[config.mk]
export PLATFORM = sky130hd
export DESIGN_NAME = hds_csr
export DESIGN_NICKNAME = d
export VERILOG_FILES = /design/src/rtl/hds_pkg.sv /design/src/rtl/hds_csr.sv
export SDC_FILE = /design/constraint.sdc
export NUM_CORES = 1
export LEC_CHECK = 0
export BUFFER_PORTS_ARGS = -buffer_cell sky130_fd_sc_hd__buf_2
export CELL_PAD_IN_SITES_DETAIL_PLACEMENT = 0
export CELL_PAD_IN_SITES_GLOBAL_PLACEMENT = 1
export CORE_ASPECT_RATIO = 1.2
export CORE_UTILIZATION = 31
export DETAILED_ROUTE_END_ITERATION = 8
export GPL_TIMING_DRIVEN = 1
export PLACE_DENSITY_LB_ADDON = 0.1
export SYNTH_ARGS = -nofsm -noshare
export SYNTH_HDL_FRONTEND = slang
export SYNTH_SLANG_ARGS = --single-unit
[constraint.sdc]
create_clock -name clock -period 1.4 [get_ports clock]
set_clock_uncertainty 0.1 [all_clocks]
set_input_delay 0.14 -clock clock [delete_from_list [all_inputs] [get_ports clock]]
set_output_delay 0.14 -clock clock [all_outputs]
set_load 0.005 [all_outputs]
[src/rtl/hds_pkg.sv]
// Shared constants, codes and types of the heat diffusion stencil block.
`timescale 1ns / 1ps
`default_nettype none
package hds_pkg;

   // Grid geometry. Cell (col, row) lives at row * GRID_W + col.
   localparam int GRID_W   = 32;
   localparam int GRID_H   = 32;
   localparam int CELLS    = GRID_W * GRID_H;
   localparam int ADDR_W   = $clog2(CELLS);
   localparam int COL_W    = $clog2(GRID_W);
   localparam int ROW_W    = $clog2(GRID_H);

   // Field and arithmetic widths.
   localparam int CELL_W   = 15;
   localparam int CELL_MAX = 32767;
   localparam int RATE_W   = 15;
   localparam int CNT_W    = 8;
   localparam int CMD_W    = 2;
   localparam int IDX_W    = 5;
   localparam int LAP_W    = CELL_W + 3;
   localparam int PROD_W   = RATE_W + 1 + LAP_W;
   localparam int FRAC_W   = 16;

   // Configuration port.
   localparam int PADDR_W  = 4;
   localparam int PDATA_W  = 32;

   // Reset values of the configuration registers.
   localparam logic [RATE_W-1:0] RATE_RESET  = RATE_W'(6554);
   localparam logic [CELL_W-1:0] EDGE_RESET  = CELL_W'(1279);
   localparam logic [CNT_W-1:0]  SWEEP_RESET = CNT_W'(10);

   typedef enum logic [CMD_W-1:0] {
      CMD_INIT  = 2'd0,
      CMD_SWEEP = 2'd1,
      CMD_READ  = 2'd2,
      CMD_NONE  = 2'd3
   } cmd_type;

   typedef enum logic [1:0] {
      REG_RATE  = 2'd0,
      REG_EDGE  = 2'd1,
      REG_SWEEP = 2'd2,
      REG_NONE  = 2'd3
   } reg_type;

   // Stencil taps, read in this order for every interior cell; TAP_X ends the run and reads nothing.
   typedef enum logic [2:0] {
      TAP_C = 3'd0,
      TAP_N = 3'd1,
      TAP_S = 3'd2,
      TAP_W = 3'd3,
      TAP_E = 3'd4,
      TAP_X = 3'd5
   } tap_type;

   typedef struct packed {
      logic [RATE_W-1:0] rate;
      logic [CELL_W-1:0] edge_max;
      logic [CNT_W-1:0]  sweeps;
   } cfg_type;

   // Commands from the controller to the datapath.
   typedef struct packed {
      logic [COL_W-1:0] col;
      logic [ROW_W-1:0] row;
      logic             rd_en;
      tap_type          rd_tap;
      logic             rd_bank;
      logic             acc_en;
      logic             acc_first;
      logic             mul_en;
      logic             wr_en;
      logic             wr_init;
      logic             wr_bank;
      logic             load_out;
      logic             out_use_rd;
   } dp_cmd_type;

endpackage
`default_nettype wire

[src/rtl/hds_csr.sv]
// Configuration registers behind the APB-style port.
`timescale 1ns / 1ps
`default_nettype none
module hds_csr import hds_pkg::*; (
   input  wire logic               clock,
   input  wire logic               reset,
   input  wire logic               psel,
   input  wire logic               penable,
   input  wire logic               pwrite,
   input  wire logic [PADDR_W-1:0] paddr,
   input  wire logic [PDATA_W-1:0] pwdata,
   output logic      [PDATA_W-1:0] prdata,
   output logic                    pready,
   output cfg_type                 cfg
);

   cfg_type cfg_ff;
   cfg_type cfg_in;
   reg_type reg_sel;
   logic    wr_stb;

   assign reg_sel = reg_type'(paddr[3:2]);
   assign pready  = 1'b1;
   assign wr_stb  = psel && penable && pwrite;

   // Register write decode.
   always_comb begin
      cfg_in = cfg_ff;
      if (wr_stb) begin
         unique case (reg_sel)
            REG_RATE:  cfg_in.rate     = pwdata[RATE_W-1:0];
            REG_EDGE:  cfg_in.edge_max = pwdata[CELL_W-1:0];
            REG_SWEEP: cfg_in.sweeps   = pwdata[CNT_W-1:0];
            default:   cfg_in = cfg_ff;
         endcase
      end
   end

   always_ff @(posedge clock) begin
      if (reset) begin
         cfg_ff.rate     <= RATE_RESET;
         cfg_ff.edge_max <= EDGE_RESET;
         cfg_ff.sweeps   <= SWEEP_RESET;
      end else begin
         cfg_ff <= cfg_in;
      end
   end

   // Read back.
   always_comb begin
      unique case (reg_sel)
         REG_RATE:  prdata = PDATA_W'(cfg_ff.rate);
         REG_EDGE:  prdata = PDATA_W'(cfg_ff.edge_max);
         REG_SWEEP: prdata = PDATA_W'(cfg_ff.sweeps);
         default:   prdata = '0;
      endcase
   end

   assign cfg = cfg_ff;

endmodule
`default_nettype wire

## Yosys cells after proc, flatten, opt, wreduce, memory -nomap -nowiden

Cells that the tools add are included.

- Flip-flop bits (word level): 38
- Input port bits: 41
- Output and inout port bits: 71
- Word-level logic and storage cells: 12

- Eq/ne operators: 2
- Multiplexer cells: 1
- Reductions and logical operators: 6

Operators with widths:

| operator | count |
|---|---|
| 15-bit case mux with 3 select lines | 1 |
| 2-bit AND reduction | 3 |
| 2-bit by 1-bit equality test with 1-bit output, second input constant | 1 |
| 2-bit equality test, second input constant | 1 |
| 1-bit logical AND | 2 |
| 2-bit zero test | 1 |

## Longest topological paths before layout

- Depth in word-level cells: 3
- Gate-level depth with buffers: 5
- Mapped depth without buffers: 3

## Least setup slack after synthesis

No wires, ideal clock.

- Path kind: in2reg
- From: in paddr[3]
- To: reg cfg_ff (netlist bit cfg[30])
- Arrival time: 0.863 ns
- Slack: 0.316 ns
- Stages: 4
- Buffers on the path: 2
- Cell sequence: buf_6 or3_1 buf_6 mux2i_1

- Longest elaborated chain between the ends: 2

RTL lines:

| what | RTL line | RTL |
|---|---|---|
| start, declared | hds_csr.sv:10 | `input wire logic [PADDR_W-1:0] paddr,` |
| 2-bit zero test | hds_csr.sv:30 | `unique case (reg_sel)` |
| 2-bit AND reduction (no source line) | -- |  |
| end signal, assigned | hds_csr.sv:45 | `cfg_ff <= cfg_in;` |
| end, declared | hds_csr.sv:17 | `cfg_type cfg_ff;` |

Every way passes these cells.
A chain may end at the register's enable or synchronous reset.

## Worst setup path after layout

- From: in paddr[2]
- To: out prdata[7]

- Longest elaborated chain between the ends: 2

RTL lines:

| what | RTL line | RTL |
|---|---|---|
| 2-bit equality test, or another cell as far along | hds_csr.sv:51 | `unique case (reg_sel)` |
| 15-bit case mux with 3 select lines * | hds_csr.sv:51 |  |
| end, declared | hds_csr.sv:12 | `output logic [PDATA_W-1:0] prdata,` |

Every way passes the cells marked *; elsewhere a longest branch is shown, timed or not.

==> flow_metrics.env <==
export IMPL_status="complete, no violations"
export IMPL_yosysWarnings=0
export IMPL_worstPathRequired_ns=1.16
export IMPL_total_power_uw=2150
export IMPL_cts_clk_slew_worst_paths_ns=0.07
export IMPL_clkLatencyLatePin_ns=0.28
export IMPL_synthCells=220
export IMPL_cts_tree="built"
export IMPL_cp_arrival_ns=1.04
export IMPL_cts_resized=0
export IMPL_vias_per_cell=4.33
export IMPL_p_per_area_nw_per_um2=847
export IMPL_portBuffers=74
export IMPL_grt_pass1_vias=1567
export IMPL_setup_violations=0
export IMPL_finalMaxSlewViolations=0
export IMPL_vias=1644
export IMPL_fin_util_pct=41.5
export IMPL_core_area_sq_um=6130
export IMPL_wl_met2_mm=2.42
export IMPL_crit_path_end_kind="output pin"
export IMPL_clk_path_buf_depth=2
export IMPL_clockPowerShare_pct=36.4
export IMPL_power_switching_uw=534
export IMPL_cts_made_buffers=5
export IMPL_fin_crit_ns=1.28
export IMPL_antenna_found_initial=0
export IMPL_drc_errors=0
export IMPL_post_route_period_util_pct=91.1
export IMPL_antenna_cells=0
export IMPL_largest_reg_flops=38
export IMPL_maxCapViolCount=0
export IMPL_p_seq_share_pct=51.3
export IMPL_postCtsSetupBuffers=0
export IMPL_power_frac_comb_pct=12.3
export IMPL_hold_violations=0
export IMPL_cts_max_level=2
export IMPL_critPathMaxFanout=9
export IMPL_cp_start_kind="input pin"
export IMPL_syn_to_final_growth_pct=26.5
export IMPL_cts_sinks=38
export IMPL_io_pins=112
export IMPL_grt_max_degree=64
export IMPL_leakage_uw=0.00118
export IMPL_drtAntennaViolNets=0
export IMPL_drt_iter0_markers=41
export IMPL_peakVddDrop_uv=371
export IMPL_p_int_uw=1620
export IMPL_wl_per_cell_um=12.5
export IMPL_final_layout_size_suffix_gt1_share_pct=33.6
export IMPL_yosysUniqueCellTypes=17
export IMPL_top_layer_used="met4"
export IMPL_gp_congestion=0.667
export IMPL_die_h_um=90.2
export IMPL_hold_buffers=0
export IMPL_ys_seq_area_share_pct=37.9
export IMPL_wirelength_mm=4.74
export IMPL_synth_area_sq_um=2010
export IMPL_drt_pass1_iterations=4
export IMPL_grt_pass1_wl_mm=7.58
export IMPL_clock_fmax_mhz=784
export IMPL_rsz0062_at_grt="false"
export IMPL_met1_length_mm=2.08
export IMPL_fin_nets=338
export IMPL_die_w_um=75.5
export IMPL_dieArea_sq_um=6810
export IMPL_switching_share_pct=24.8
export IMPL_dp_cells=372
export IMPL_ys_ff_latch=38
export IMPL_nFillCells=693
export IMPL_critPathKind="in2out"
export IMPL_min_delay_path_class="in2reg"
export IMPL_tns_ns=0
export IMPL_start_util_pct=32.8
export IMPL_cts_root_buf="clkbuf_8"
export IMPL_syn_area_per_cell_sq_um=9.13
export IMPL_dr_wl_met3_um=187
export IMPL_rows=31
export IMPL_final_cells=380
export IMPL_track_usage_pct=14.7
export IMPL_grt_overflow_total=0
export IMPL_place_hpwl_mm=3.45
[layer usage]
metal  vias up  global-route usage, %
li1        836                      -
met1       755                   18.6
met2        49                   24.3
met3         4                   3.03
met4         0                   5.09
met5         -                      0
[placed cells by master, fill, tap and decap left out, types with 2 or more instances in the layout]
master,instances
buf_12,2
buf_2,74
buf_4,12
clkbuf_8,6
conb_1,18
dfxtp_1,38
mux2i_1,53
nand2_1,8
nand2b_1,33
nor2_1,37
o21ai_0,8
[cell type report]
cell class / instances / area, sq um / area share [%]
Sequential cell: 38 / 761 / 29.9
Multi-Input combinational cell: 164 / 1090 / 42.7
Clock inverter: 1 / 5.00 / 0.197
Timing Repair Buffer: 88 / 500 / 19.7
Tap cell: 82 / 103 / 4.04
Clock buffer: 7 / 86.3 / 3.40
[synthesized netlist by cell type]
cell | instances | area [sq um]
nand2_1 | 8 | 30.0
or3_1 | 1 | 6.26
buf_6 | 4 | 45.0
nand3_2 | 1 | 10.0
nor2b_1 | 1 | 6.26
clkbuf_1 | 7 | 26.3
mux2i_1 | 53 | 531
nand2b_1 | 33 | 206
conb_1 | 2 | 7.51
nor3_1 | 1 | 5.00
nor3b_2 | 2 | 25.0
dfxtp_1 | 38 | 761
o21ai_0 | 8 | 40.0
buf_4 | 20 | 150
buf_2 | 3 | 15.0
nand4_1 | 1 | 6.26
nor2_1 | 37 | 139
[power by group through the flow]
stage | clock [uW] | combinational, uW | sequential [uW]
2_1_floorplan | 0 | 190 | 1130
3_3_place_gp | 0 | 269 | 1130
3_5_place_dp | 0 | 269 | 1130
4_1_cts | 828 | 270 | 1110
5_1_grt | 865 | 297 | 1110
6_report | 784 | 265 | 1100
[critical path: stages]
cell     delay (ns)
buf_2          0.23
buf_4          0.25
mux2i_1        0.19
o21ai_0        0.08
buf_2          0.14
[metrics by stage]
stage / hold slack, ns / setup slack, ns / cell area [sq um]
3_5_place_dp: 0.324 / 0.0514 / 2450
5_1_grt: 0.0207 / 0.00939 / 2540
2_1_floorplan: 0.195 / 0.316 / 2070
6_report: 0.0217 / 0.125 / 2540
3_3_place_gp: 0.320 / 0.0733 / 2450
4_1_cts: 0.0130 / 0.0973 / 2540
[worst paths after layout]
kind                        from              endpoint  slack (ns)  depth (start not counted)
max reg2reg  cfg[3]$_SDFFE_PP1P_   cfg[3]$_SDFFE_PP1P_        0.64                          2
min reg2reg  cfg[5]$_SDFFE_PP0P_   cfg[5]$_SDFFE_PP0P_        0.39                          2
min                   pwdata[12]  cfg[20]$_SDFFE_PP0P_        0.02                          3
max                     paddr[2]             prdata[7]        0.12                          5
[logic make-up (layout without fill, tap and decap cells)]
family	count (synthesis)	in the layout	synth area share (%)
and+or+nand+nor	85	85	21.6
muxes	53	53	26.4
DFF	38	38	37.9
buffers and inverters	34	96	11.8
AOI/OAI and AO/OA	8	8	1.99
other	2	18	0.374
Power figures use the tool's default switching activity.
