<file path="src/rtl/hds_pkg.sv">
// Shared constants, codes and types of the heat diffusion stencil block.
`timescale 1ns / 1ps
`default_nettype none
package hds_pkg;

   // Grid geometry. Cell (col, row) lives at row * GRID_W + col.
   localparam int GRID_W   = 32;
   localparam int GRID_H   = 32;
   localparam int CELLS    = GRID_W * GRID_H;
   localparam int ADDR_W   = $clog2(CELLS);
   localparam int COL_W    = $clog2(GRID_W);
   localparam int ROW_W    = $clog2(GRID_H);

   // Field and arithmetic widths.
   localparam int CELL_W   = 15;
   localparam int CELL_MAX = 32767;
   localparam int RATE_W   = 15;
   localparam int CNT_W    = 8;
   localparam int CMD_W    = 2;
   localparam int IDX_W    = 5;
   localparam int LAP_W    = CELL_W + 3;
   localparam int PROD_W   = RATE_W + 1 + LAP_W;
   localparam int FRAC_W   = 16;

   // Configuration port.
   localparam int PADDR_W  = 4;
   localparam int PDATA_W  = 32;

   // Reset values of the configuration registers.
   localparam logic [RATE_W-1:0] RATE_RESET  = RATE_W'(6554);
   localparam logic [CELL_W-1:0] EDGE_RESET  = CELL_W'(1279);
   localparam logic [CNT_W-1:0]  SWEEP_RESET = CNT_W'(10);

   typedef enum logic [CMD_W-1:0] {
      CMD_INIT  = 2'd0,
      CMD_SWEEP = 2'd1,
      CMD_READ  = 2'd2,
      CMD_NONE  = 2'd3
   } cmd_type;

   typedef enum logic [1:0] {
      REG_RATE  = 2'd0,
      REG_EDGE  = 2'd1,
      REG_SWEEP = 2'd2,
      REG_NONE  = 2'd3
   } reg_type;

   // Stencil taps, read in this order for every interior cell; TAP_X ends the run and reads nothing.
   typedef enum logic [2:0] {
      TAP_C = 3'd0,
      TAP_N = 3'd1,
      TAP_S = 3'd2,
      TAP_W = 3'd3,
      TAP_E = 3'd4,
      TAP_X = 3'd5
   } tap_type;

   typedef struct packed {
      logic [RATE_W-1:0] rate;
      logic [CELL_W-1:0] edge_max;
      logic [CNT_W-1:0]  sweeps;
   } cfg_type;

   // Commands from the controller to the datapath.
   typedef struct packed {
      logic [COL_W-1:0] col;
      logic [ROW_W-1:0] row;
      logic             rd_en;
      tap_type          rd_tap;
      logic             rd_bank;
      logic             acc_en;
      logic             acc_first;
      logic             mul_en;
      logic             wr_en;
      logic             wr_init;
      logic             wr_bank;
      logic             load_out;
      logic             out_use_rd;
   } dp_cmd_type;

endpackage
`default_nettype wire

</file>
<file path="src/rtl/hds_ctrl.sv">
// Controller: command sequencing, grid traversal, bank tracking and the completion word.
`timescale 1ns / 1ps
`default_nettype none
module hds_ctrl import hds_pkg::*; (
   input  wire logic             clock,
   input  wire logic             reset,
   input  wire cfg_type          cfg,
   input  wire logic             req_valid,
   input  wire logic [CMD_W-1:0] req_command,
   input  wire logic [IDX_W-1:0] req_col,
   input  wire logic [IDX_W-1:0] req_row,
   output logic                  req_ready,
   output logic                  rsp_valid,
   input  wire logic             rsp_ready,
   output logic [CMD_W-1:0]      done_kind,
   output dp_cmd_type            cmd
);

   typedef enum logic [6:0] {
      ST_IDLE = 7'b0000001,
      ST_INIT = 7'b0000010,
      ST_TAP  = 7'b0000100,
      ST_MUL  = 7'b0001000,
      ST_WR   = 7'b0010000,
      ST_READ = 7'b0100000,
      ST_DONE = 7'b1000000
   } state_type;

   state_type        state_ff, state_in;
   logic [COL_W-1:0] col_ff, col_in;
   logic [ROW_W-1:0] row_ff, row_in;
   tap_type          tap_ff, tap_in;
   logic [CNT_W-1:0] iter_ff, iter_in;
   logic             bank_ff, bank_in;
   cmd_type          kind_ff, kind_in;
   logic             oob_ff, oob_in;
   logic             rsp_valid_ff, rsp_valid_in;
   logic [CMD_W-1:0] done_kind_ff, done_kind_in;
   cmd_type          req_cmd;
   logic             out_free;

   assign req_cmd   = cmd_type'(req_command);
   assign req_ready = (state_ff == ST_IDLE);
   assign out_free  = !rsp_valid_ff || rsp_ready;

   // Next state and counters.
   always_comb begin
      state_in = state_ff;
      col_in   = col_ff;
      row_in   = row_ff;
      tap_in   = tap_ff;
      iter_in  = iter_ff;
      bank_in  = bank_ff;
      kind_in  = kind_ff;
      oob_in   = oob_ff;
      unique case (state_ff)
         ST_IDLE: begin
            if (req_valid) begin
               kind_in = req_cmd;
               unique case (req_cmd)
                  CMD_INIT: begin
                     col_in   = '0;
                     row_in   = '0;
                     state_in = ST_INIT;
                  end
                  CMD_SWEEP: begin
                     col_in   = COL_W'(1);
                     row_in   = ROW_W'(1);
                     tap_in   = TAP_C;
                     iter_in  = '0;
                     state_in = (cfg.sweeps == '0) ? ST_DONE : ST_TAP;
                  end
                  CMD_READ: begin
                     col_in   = COL_W'(req_col);
                     row_in   = ROW_W'(req_row);
                     oob_in   = (int'(req_col) >= GRID_W) || (int'(req_row) >= GRID_H);
                     state_in = ST_READ;
                  end
                  default: state_in = ST_IDLE;
               endcase
            end
         end
         ST_INIT: begin
            if (col_ff == COL_W'(GRID_W - 1)) begin
               col_in = '0;
               if (row_ff == ROW_W'(GRID_H - 1)) begin
                  bank_in  = 1'b0;
                  state_in = ST_DONE;
               end else begin
                  row_in = row_ff + ROW_W'(1);
               end
            end else begin
               col_in = col_ff + COL_W'(1);
            end
         end
         ST_TAP: begin
            if (tap_ff == TAP_X) begin
               state_in = ST_MUL;
            end else begin
               tap_in = tap_type'(tap_ff + 3'd1);
            end
         end
         ST_MUL: state_in = ST_WR;
         ST_WR: begin
            tap_in   = TAP_C;
            state_in = ST_TAP;
            if (col_ff == COL_W'(GRID_W - 2)) begin
               col_in = COL_W'(1);
               if (row_ff == ROW_W'(GRID_H - 2)) begin
                  row_in  = ROW_W'(1);
                  bank_in = !bank_ff;
                  if (iter_ff == cfg.sweeps - CNT_W'(1)) begin
                     state_in = ST_DONE;
                  end else begin
                     iter_in = iter_ff + CNT_W'(1);
                  end
               end else begin
                  row_in = row_ff + ROW_W'(1);
               end
            end else begin
               col_in = col_ff + COL_W'(1);
            end
         end
         ST_READ: state_in = ST_DONE;
         ST_DONE: begin
            if (out_free) begin
               state_in = ST_IDLE;
            end
         end
         default: state_in = ST_IDLE;
      endcase
   end

   // Completion word register.
   always_comb begin
      rsp_valid_in = rsp_valid_ff && !rsp_ready;
      done_kind_in = done_kind_ff;
      if (state_ff == ST_DONE && out_free) begin
         rsp_valid_in = 1'b1;
         done_kind_in = kind_ff;
      end
   end

   always_ff @(posedge clock) begin
      if (reset) begin
         state_ff     <= ST_IDLE;
         bank_ff      <= 1'b0;
         rsp_valid_ff <= 1'b0;
      end else begin
         state_ff     <= state_in;
         bank_ff      <= bank_in;
         rsp_valid_ff <= rsp_valid_in;
      end
   end

   always_ff @(posedge clock) begin
      col_ff       <= col_in;
      row_ff       <= row_in;
      tap_ff       <= tap_in;
      iter_ff      <= iter_in;
      kind_ff      <= kind_in;
      oob_ff       <= oob_in;
      done_kind_ff <= done_kind_in;
   end

   // Datapath commands.
   always_comb begin
      cmd            = '0;
      cmd.col        = col_ff;
      cmd.row        = row_ff;
      cmd.rd_bank    = bank_ff;
      cmd.wr_bank    = !bank_ff;
      cmd.rd_tap     = (state_ff == ST_TAP) ? tap_ff : TAP_C;
      cmd.rd_en      = (state_ff == ST_READ) || (state_ff == ST_TAP && tap_ff != TAP_X);
      cmd.acc_en     = (state_ff == ST_TAP) && (tap_ff != TAP_C);
      cmd.acc_first  = (tap_ff == TAP_N);
      cmd.mul_en     = (state_ff == ST_MUL);
      cmd.wr_en      = (state_ff == ST_WR) || (state_ff == ST_INIT);
      cmd.wr_init    = (state_ff == ST_INIT);
      cmd.load_out   = (state_ff == ST_DONE) && out_free;
      cmd.out_use_rd = (kind_ff == CMD_READ) && !oob_ff;
   end

   assign rsp_valid = rsp_valid_ff;
   assign done_kind = done_kind_ff;

endmodule
`default_nettype wire

</file>
<file path="config.mk">
export PLATFORM = sky130hd
export DESIGN_NAME = hds_ctrl
export DESIGN_NICKNAME = d
export VERILOG_FILES = /design/src/rtl/hds_pkg.sv /design/src/rtl/hds_ctrl.sv
export SDC_FILE = /design/constraint.sdc
export NUM_CORES = 1
export LEC_CHECK = 0
export BUFFER_PORTS_ARGS = -buffer_cell sky130_fd_sc_hd__buf_4
export CORE_MARGIN = 2
export CORE_UTILIZATION = 54
export DETAILED_ROUTE_END_ITERATION = 12
export PLACE_DENSITY = 0.95
export SYNTH_ARGS = -nofsm -noshare
export SYNTH_HDL_FRONTEND = slang
export SYNTH_SLANG_ARGS = --single-unit
</file>
<file path="constraint.sdc">
create_clock -name clock -period 5 [get_ports clock]
set_clock_uncertainty 0.2 [all_clocks]
set_input_delay 0.5 -clock clock [delete_from_list [all_inputs] [get_ports clock]]
set_output_delay 0.5 -clock clock [all_outputs]
set_load 0.02 [all_outputs]
</file>
; Word level (Yosys, flattened, before mapping)
; Index checks and enable logic that the tools add are counted.
[classes]
add_sub_neg = 5
reduce_logical = 24
n_eq_ne = 30
muxes = 40
[ops]
columns = op, n
row1 = 2-to-1 mux 7 bit, 9
row2 = case mux 5 bit (3 select lines), 4
row3 = case mux 7 bit (7 select lines), 1
row4 = 2-to-1 mux 5 bit, 8
row5 = 2-to-1 mux 8 bit, 5
row6 = case mux 7 bit (3 select lines), 1
row7 = equality test 5 bit (second input constant), 4
row8 = != test 2 bit (second input constant), 8
row9 = case mux 8 bit (2 select lines), 1
row10 = 2-to-1 mux 3 bit, 4
row11 = AND reduction 6 bit, 2
row12 = adder 5 x 1 -> 5 bit (second input constant), 2
row13 = AND reduction 5 bit, 2
row14 = case mux 3 bit (3 select lines), 1
row15 = nonzero test 3 bit, 3
row16 = adder 8 x 1 -> 8 bit (second input constant), 1
row17 = equality test 8 bit, 1
row18 = zero test 8 bit, 1
row19 = subtractor 8 x 1 -> 8 bit (second input constant), 1
row20 = equality test 7 x 1 -> 1 bit (second input constant), 1
row21 = equality test 7 x 2 -> 1 bit (second input constant), 1
row22 = equality test 7 x 3 -> 1 bit (second input constant), 1
row23 = equality test 7 x 4 -> 1 bit (second input constant), 1
row24 = equality test 7 x 5 -> 1 bit (second input constant), 1
row25 = 20 further kinds, 35
[word_totals]
wordCells = 108
inputBits = 54
ff_bits = 34
output_inout_bits = 27

; Logic depth before layout (Yosys ltp)
; Gate-level depths: netlist (run 1).
[logic_depth]
ltp_word = 6
depth_mapped = 8
depth_no_buf = 8

; Least setup slack after synthesis (run 1)
; OpenSTA, ideal clock, no wires.
[synth_path]
kind = input to register
start = in cfg[1] (netlist name)
end = reg iter_ff[0] (enable)
t_arrival_ps = 1999
t_required_ps = 4425
slack_ps = 2426
stages = 6
path_buffers = 0
setup_ps = 375
cell_sequence = or4_4 o21ai_0 a32oi_1 a21oi_1 nor2_1 o2bb2ai_1
[synth_via]
elab_chain_cells = 4
[synth_lines]
columns = element, line
row1 = from (decl), hds_ctrl.sv:7  ; input wire cfg_type cfg,
row2 = subtractor 8 x 1 -> 8 bit, hds_ctrl.sv:112  ; if (iter_ff == cfg.sweeps - CNT_W'(1)) begin
row3 = equality test 8 bit, hds_ctrl.sv:112
row4 = != test 2 bit (no source line), --
row5 = AND reduction 6 bit (no source line), --
row6 = to (signal assigned), hds_ctrl.sv:160  ; iter_ff <= iter_in;
row7 = to (decl), hds_ctrl.sv:33  ; logic [CNT_W-1:0] iter_ff, iter_in;
; No other way between the ends.
; A chain may end at the register's enable or synchronous reset.

==> flow_summary.ini, run 1 <==
[timing]
max_slew.worst_pin.slew_ns = 0.7263
timing.final.setup_violations = 0
worst_slew_margin_rel_pct = 51.58
number_of_slew_limit_violations_in_the_final_report = 0
rsz0062_at_grt = false
final.setup.tns_ns = 0
fin_crit_sh_pct = 55.15
setup_ws_ns = 2.243
final.min_clock_period_ns = 2.758
achievable_clock_frequency_mhz = 362.6
hold_viol_final = 0

[placement]
place.detailed.hpwl_um = 4138
port_buffers = 50
placement.setup.worst_slack_ns = 2.044
finalWeightedCongestion = 0.8962

[critical_path]
worst_setup_path_end_kind = primary output
crit-reg2reg-launch = state_ff[3]$_SDFFE_PP0P_
timing.critical_path.max_delay_family = simple AND/OR/NAND/NOR gates
setup.worst_path.start = state_ff[2]$_SDFFE_PP0P_
crit_path_cell_trace = nor2b_1 -> nand3_1 -> a21oi_1 -> inv_1 -> nand2_1 -> buf_4
crit_slowest_cell = sky130_fd_sc_hd__dfxtp_1
cp_num_buf_inv = 2
critPathArrivalTime_ns = 2.06
timing.setup.critical_path_class = reg2out
cp-start-kind = flop
worstPathRequired_ns = 4.30
critical_path.max_stage_delay_ns = 0.43
critical_path.max_fanout = 10

[clock_network]
cts_post_setup_buffers_inserted = 0
clk_pin_slew_worst_paths_ns = 0.07
later_pin_clock_latency_in_the_skew_report_ns = 0.29
h-tree-depth = 2
tritoncts_num_sinks = 34
clock-root-buffer = sky130_fd_sc_hd__clkbuf_8
hold_buffers = 0
tritoncts.num_buffers = 5
number_of_gates_resized_after_cts = 0
cts_buffer_depth = 2
clock_tree_from_tritoncts = done

[cells_and_area]
area_growth_from_synthesis_to_final_layout_pct = 21.32
multiInputGateArea_mm2 = 0.001251
final_net_count = 371
num_antenna_cells = 0
layout-drive-gt1-share_pct = 19.21
seq_area_um2 = 930.9
fill_cells = 308

[power_and_ir_drop]
post-layout-total-power_uw = 731.3
power_density_cells_mw_per_mm2 = 264.0
p_leak_uw = 0.001177
worst_ir_drop_vdd_v = 0.0002215

[die]
die_y_um = 69.03
io_pins = 81
dieArea_mm2 = 0.004764
floorplan.rows = 23
die_width_um = 69.03
starting_density_pct = 56.68
design.core.area_mm2 = 0.004029

[logic_synthesis]
syn-cell-area_mm2 = 0.002283
synth.distinct_cells = 45
flip_flop_and_latch_count_after_synthesis = 34
number_of_enable_type_register_cells_in_the_synthesized_netlist = 25
ys_seq_area_share_pct = 40.77
synth-main-ff-cell = sky130_fd_sc_hd__edfxtp_1
postSynthNetCount = 321
ys_async_sr_fraction_pct = 0
synthCells = 251
synth-warning-count = 0
syn-mean-instance-area_um2 = 9.097

[detailed_routing]
drt.antenna.violating_nets = 0
vias = 2109
viasPerCell = 5.991
routed_wirelength_um = 5521
drt_pass1_iterations = 8
detail_route.iter0.violations = 271
avgRoutedWirePerCell_um = 15.68
drc_errors = 0

[global_routing]
via_count_of_the_first_global_routing_pass = 1965
antenna_found_initial = 0
first_pass_grt_wire_length_um = 9114
track_usage_pct = 23.41
grt.overflow.total = 0
grt_start_max_net_pins = 11

[run_status]
status = completed

[hold_path]
min-delay-path-class = in2reg
hold_path_startpoint = req_command[0]

[run]
max-cap-violations = 0
-- final timing paths --
kind                                  to  slack (ns)  depth (start not counted)
setup / recovery                 cmd[12]        2.24                          6
hold / removal      kind_ff[0]$_DFFE_PP_        0.22                          1
setup reg to reg     row_ff[2]$_DFFE_PP_        2.34                          6
hold reg to reg   done_kind[0]$_DFFE_PP_        0.25                          0
-- cell type report --
type	instances	share of cell area [%]
flip-flops and latches	34	33.60
repair buffers	50	13.55
inverters	16	2.168
multi-input cells	194	45.17
clock buffers	8	3.252
well taps	50	2.258
-- cells in the mapped netlist (2+ instances only) --
master                      n  share of area, %
sky130_fd_sc_hd__inv_1     16               2.6
sky130_fd_sc_hd__buf_2      2              0.44
sky130_fd_sc_hd__nand4b_1   2              0.77
sky130_fd_sc_hd__edfxtp_1  25                33
sky130_fd_sc_hd__ha_1      16               8.8
sky130_fd_sc_hd__nor3_1     7               1.5
sky130_fd_sc_hd__and2_1     4               1.1
sky130_fd_sc_hd__nor2b_1    8               2.2
sky130_fd_sc_hd__clkbuf_1   3              0.49
sky130_fd_sc_hd__dfxtp_1    9               7.9
sky130_fd_sc_hd__nor4_1     3              0.82
sky130_fd_sc_hd__nor2_1    32               5.3
sky130_fd_sc_hd__o221ai_1   3               1.2
sky130_fd_sc_hd__nand4_1    4               1.1
sky130_fd_sc_hd__nand2_1   18               3.0
sky130_fd_sc_hd__xnor2_1   12               4.6
sky130_fd_sc_hd__o21ai_0   15               3.3
sky130_fd_sc_hd__nand2b_1   3              0.82
sky130_fd_sc_hd__a31oi_1    4               1.1
sky130_fd_sc_hd__nand3_1   15               3.3
sky130_fd_sc_hd__xor2_1    11               4.2
sky130_fd_sc_hd__a21oi_1   10               2.2
sky130_fd_sc_hd__and3_1     5               1.4
sky130_fd_sc_hd__a21o_1     3              0.99
-- flip-flops by register name (all words and copies together) (netlist names) --
signal     cells
iter_ff        8
state_ff       7
col_ff         5
row_ff         5
tap_ff         3
done_kind      2
kind_ff        2
bank_ff        1
rsp_valid      1
-- through the flow --
step | instances | area [um^2] | util [%] | hold WS, ns
floorplan | 251 | 2283 | - | 0.2180
global placement | 344 | 2680 | 66.52 | 0.2201
finish | 352 | 2770 | 68.76 | 0.2236
global route | 352 | 2770 | 68.76 | 0.2121
CTS | 352 | 2770 | 68.76 | 0.2206
detailed placement | 344 | 2680 | 66.52 | 0.2335
-- cell families after synthesis --
group,after synthesis,synth area share (%)
buffers and inverters,23,4.438
AO/OA/AOI/OAI,49,14.03
flip-flops,34,40.77
AND/OR/NAND/NOR,106,23.18
adder cells (fa/ha/maj),16,8.767
XOR/XNOR,23,8.822
-- routing by layer --
metal | up-vias | track usage (%) | routed length (um)
li1 | 1010 | - | -
met1 | 969 | 28.81 | 2212
met2 | 120 | 40.17 | 2769
met3 | 10 | 5.117 | 451
met4 | 0 | 8.497 | 89
met5 | - | 0 | 0
-- power by group --
group | total, uW | internal [uW] | leakage [uW] | switching, uW
sequential | 351 | 328 | 0.000311 | 23.7
combinational | 164 | 70.8 | 0.000821 | 93.6
clock | 216 | 112 | 0.0000455 | 103
total | 731 | 511 | 0.00118 | 221
-- layout by cell type (no fill, tap or decap), types with 2 or more instances in the layout --
cell type / netlist / final
sky130_fd_sc_hd__and2_1: 4 / 4
sky130_fd_sc_hd__buf_4: 1 / 50
sky130_fd_sc_hd__nand4b_1: 2 / 2
sky130_fd_sc_hd__o21ai_0: 15 / 15
sky130_fd_sc_hd__nand2_1: 18 / 18
sky130_fd_sc_hd__xnor2_1: 12 / 12
sky130_fd_sc_hd__and3_1: 5 / 5
sky130_fd_sc_hd__a21o_1: 3 / 3
sky130_fd_sc_hd__a31oi_1: 4 / 4
sky130_fd_sc_hd__nand4_1: 4 / 4
sky130_fd_sc_hd__edfxtp_1: 25 / 25
sky130_fd_sc_hd__nand2b_1: 3 / 3
sky130_fd_sc_hd__nor4_1: 3 / 3
sky130_fd_sc_hd__o221ai_1: 3 / 3
sky130_fd_sc_hd__xor2_1: 11 / 11
sky130_fd_sc_hd__dfxtp_1: 9 / 9
sky130_fd_sc_hd__clkbuf_8: 0 / 6
sky130_fd_sc_hd__ha_1: 16 / 16
sky130_fd_sc_hd__inv_1: 16 / 16
sky130_fd_sc_hd__nand3_1: 15 / 15
sky130_fd_sc_hd__nor2_1: 32 / 32
sky130_fd_sc_hd__a21oi_1: 10 / 10
sky130_fd_sc_hd__nor3_1: 7 / 7
sky130_fd_sc_hd__clkbuf_1: 3 / 2
sky130_fd_sc_hd__nor2b_1: 8 / 8
(Power assumes the default switching activity.)
==> inputs of run 2 (changes only) <==
Settings changed: CORE_UTILIZATION 54 to 45, PLACE_DENSITY 0.95 to 0.85.
Clock period 5 ns to 2.53 ns, I/O delays scaled along.
==> run 2 against run 1 <==
Sequential cell count stayed put. Combinational power grew 120%. Highest routed layer unchanged. Critical endpoint is now tap_ff[2]$_SDFFCE_PP0P_. Cell count rose by 11%. Design area increased by 7.8%. Non-clock buffer count is 22 higher. Die area up 19%. Count of clock-buffer cells in the layout fell by 1. Clock power rose by 130%. Total power rose by 110%. Setup slack worse by 2.1 ns. Hold slack worse by 0.18 ns.
==> flow_summary.ini, run 2 (same netlist as run 1, synthesis figures left out) <==
[clock_network]
clk_pin_slew_worst_paths_ns = 0.08
tritoncts.num_buffers = 5
cts_post_setup_buffers_inserted = 0
tritoncts_num_sinks = 34
later_pin_clock_latency_in_the_skew_report_ns = 0.30
cts_buffer_depth = 2
clock_tree_from_tritoncts = done
clock-root-buffer = sky130_fd_sc_hd__clkbuf_8
h-tree-depth = 2

[global_routing]
grt.overflow.total = 0
first_pass_grt_wire_length_um = 9032
antenna_found_initial = 0
track_usage_pct = 21.09
via_count_of_the_first_global_routing_pass = 2068
grt_start_max_net_pins = 11

[cells_and_area]
largestRegisters = iter_ff: 8 flops, state_ff: 7 flops
final_net_count = 393
mostFrequentLayoutCells = sky130_fd_sc_hd__buf_4, sky130_fd_sc_hd__nor2_1, sky130_fd_sc_hd__edfxtp_1, sky130_fd_sc_hd__nand2_1
largest_register_ff_count = 8
multiInputGateArea_mm2 = 0.001257
regMostFlops = iter_ff
area_growth_from_synthesis_to_final_layout_pct = 30.79
layout-drive-gt1-share_pct = 24.07
mostFrequentLayoutCell = sky130_fd_sc_hd__buf_4
fill_cells = 433
post-route-cell-area_mm2 = 0.002987
num_antenna_cells = 0
seq_area_um2 = 930.9

[placement]
placed_cell_area_mm2 = 0.002844
port_buffers = 50
place.detailed.hpwl_um = 4448
finalWeightedCongestion = 0.9054

[power_and_ir_drop]
p_leak_uw = 0.001289
power_density_cells_mw_per_mm2 = 515.8
worst_ir_drop_vdd_v = 0.0005341
post-layout-total-power_uw = 1540

[critical_path]
cp-start-kind = flop
critical_path.max_fanout = 7
timing.setup.critical_path_class = reg2reg
worst_setup_path_end_kind = flop
critPathArrivalTime_ns = 2.11
worstPathRequired_ns = 2.27

[detailed_routing]
viasPerCell = 5.417
drc_errors = 0
drt.antenna.violating_nets = 0
routed_wirelength_um = 5565
vias = 2118
detail_route.iter0.violations = 157
avgRoutedWirePerCell_um = 14.23
drt_pass1_iterations = 4

[timing]
achievable_clock_frequency_mhz = 420.9
number_of_slew_limit_violations_in_the_final_report = 0
whs_ns = 0.04320
fin_crit_sh_pct = 93.90
rsz0062_at_grt = false
final.min_clock_period_ns = 2.376
worst_slew_margin_rel_pct = 53.55
timing.final.setup_violations = 0
hold_viol_final = 0
max_slew.worst_pin.slew_ns = 0.6880

[run_status]
status = completed

[die]
design.core.area_mm2 = 0.004817
die_y_um = 75.24
dieArea_mm2 = 0.005660
starting_density_pct = 47.40
die_width_um = 75.24
floorplan.rows = 25
io_pins = 81

[run]
max-cap-violations = 0

[hold_path]
min-delay-path-class = in2reg
## run 2: metal layers
layer	vias to the layer above	GRT usage (%)	share of wire, %
met5	-	0	0
met4	0	6.433	1.4
li1	1046	-	-
met1	988	25.63	41
met2	74	37.33	51
met3	10	4.685	6.5
## run 2: metrics by stage
stage	std cells	utilization (%)	TNS (ns)	setup slack, ns
floorplan	251	-	0	0.08191
global placement	380	59.04	-1.094	-0.1371
detailed placement	380	59.04	-1.895	-0.2370
CTS	391	61.87	0	0.06746
global route	391	62.00	0	0.04547
finish	391	62.00	0	0.1543
## run 2: cell type report
| class | instances | share of cell area [%] |
|---|---|---|
| multi-input cells | 194 | 42.10 |
| flip-flops and latches | 34 | 31.17 |
| well taps | 67 | 2.807 |
| clock buffers | 7 | 2.556 |
| inverters | 16 | 2.011 |
| clock inverters | 1 | 1.005 |
| repair buffers | 72 | 18.35 |
## run 2: report_power, final
| part | switching (uW) | leakage [uW] | internal [uW] |
|---|---|---|---|
| Sequential | 44.2 | 0.000311 | 647 |
| Clock | 196 | 0.0000524 | 295 |
| Combinational | 192 | 0.000926 | 167 |
| Total | 432 | 0.00129 | 1110 |
## run 2: critical path, cell delays in order, from the launching register on
cell and delay (ns):
sky130_fd_sc_hd__dfxtp_1 0.37, sky130_fd_sc_hd__nor4_1 0.44, sky130_fd_sc_hd__buf_4 0.19, sky130_fd_sc_hd__o311ai_0 0.23
sky130_fd_sc_hd__a211oi_1 0.59
## run 2: path summary, 6_finish.rpt
kind,end,cells past startpoint,slack (ns),startpoint
min reg2reg,done_kind[1]$_DFFE_PP_,0,0.25,kind_ff[1]$_DFFE_PP_
min,row_ff[3]$_DFFE_PP_,3,0.04,req_row[3]
max reg2reg,tap_ff[2]$_SDFFCE_PP0P_,4,0.15,state_ff[3]$_SDFFE_PP0P_
max,tap_ff[2]$_SDFFCE_PP0P_,4,0.15,state_ff[3]$_SDFFE_PP0P_
## run 2: repair_timing
action / CTS / global route
setup endpoints to repair: 0 / 8
hold buffers: 3 / 0
endpoints found under the hold margin: 6 / 0
resized for setup: 0 / 1
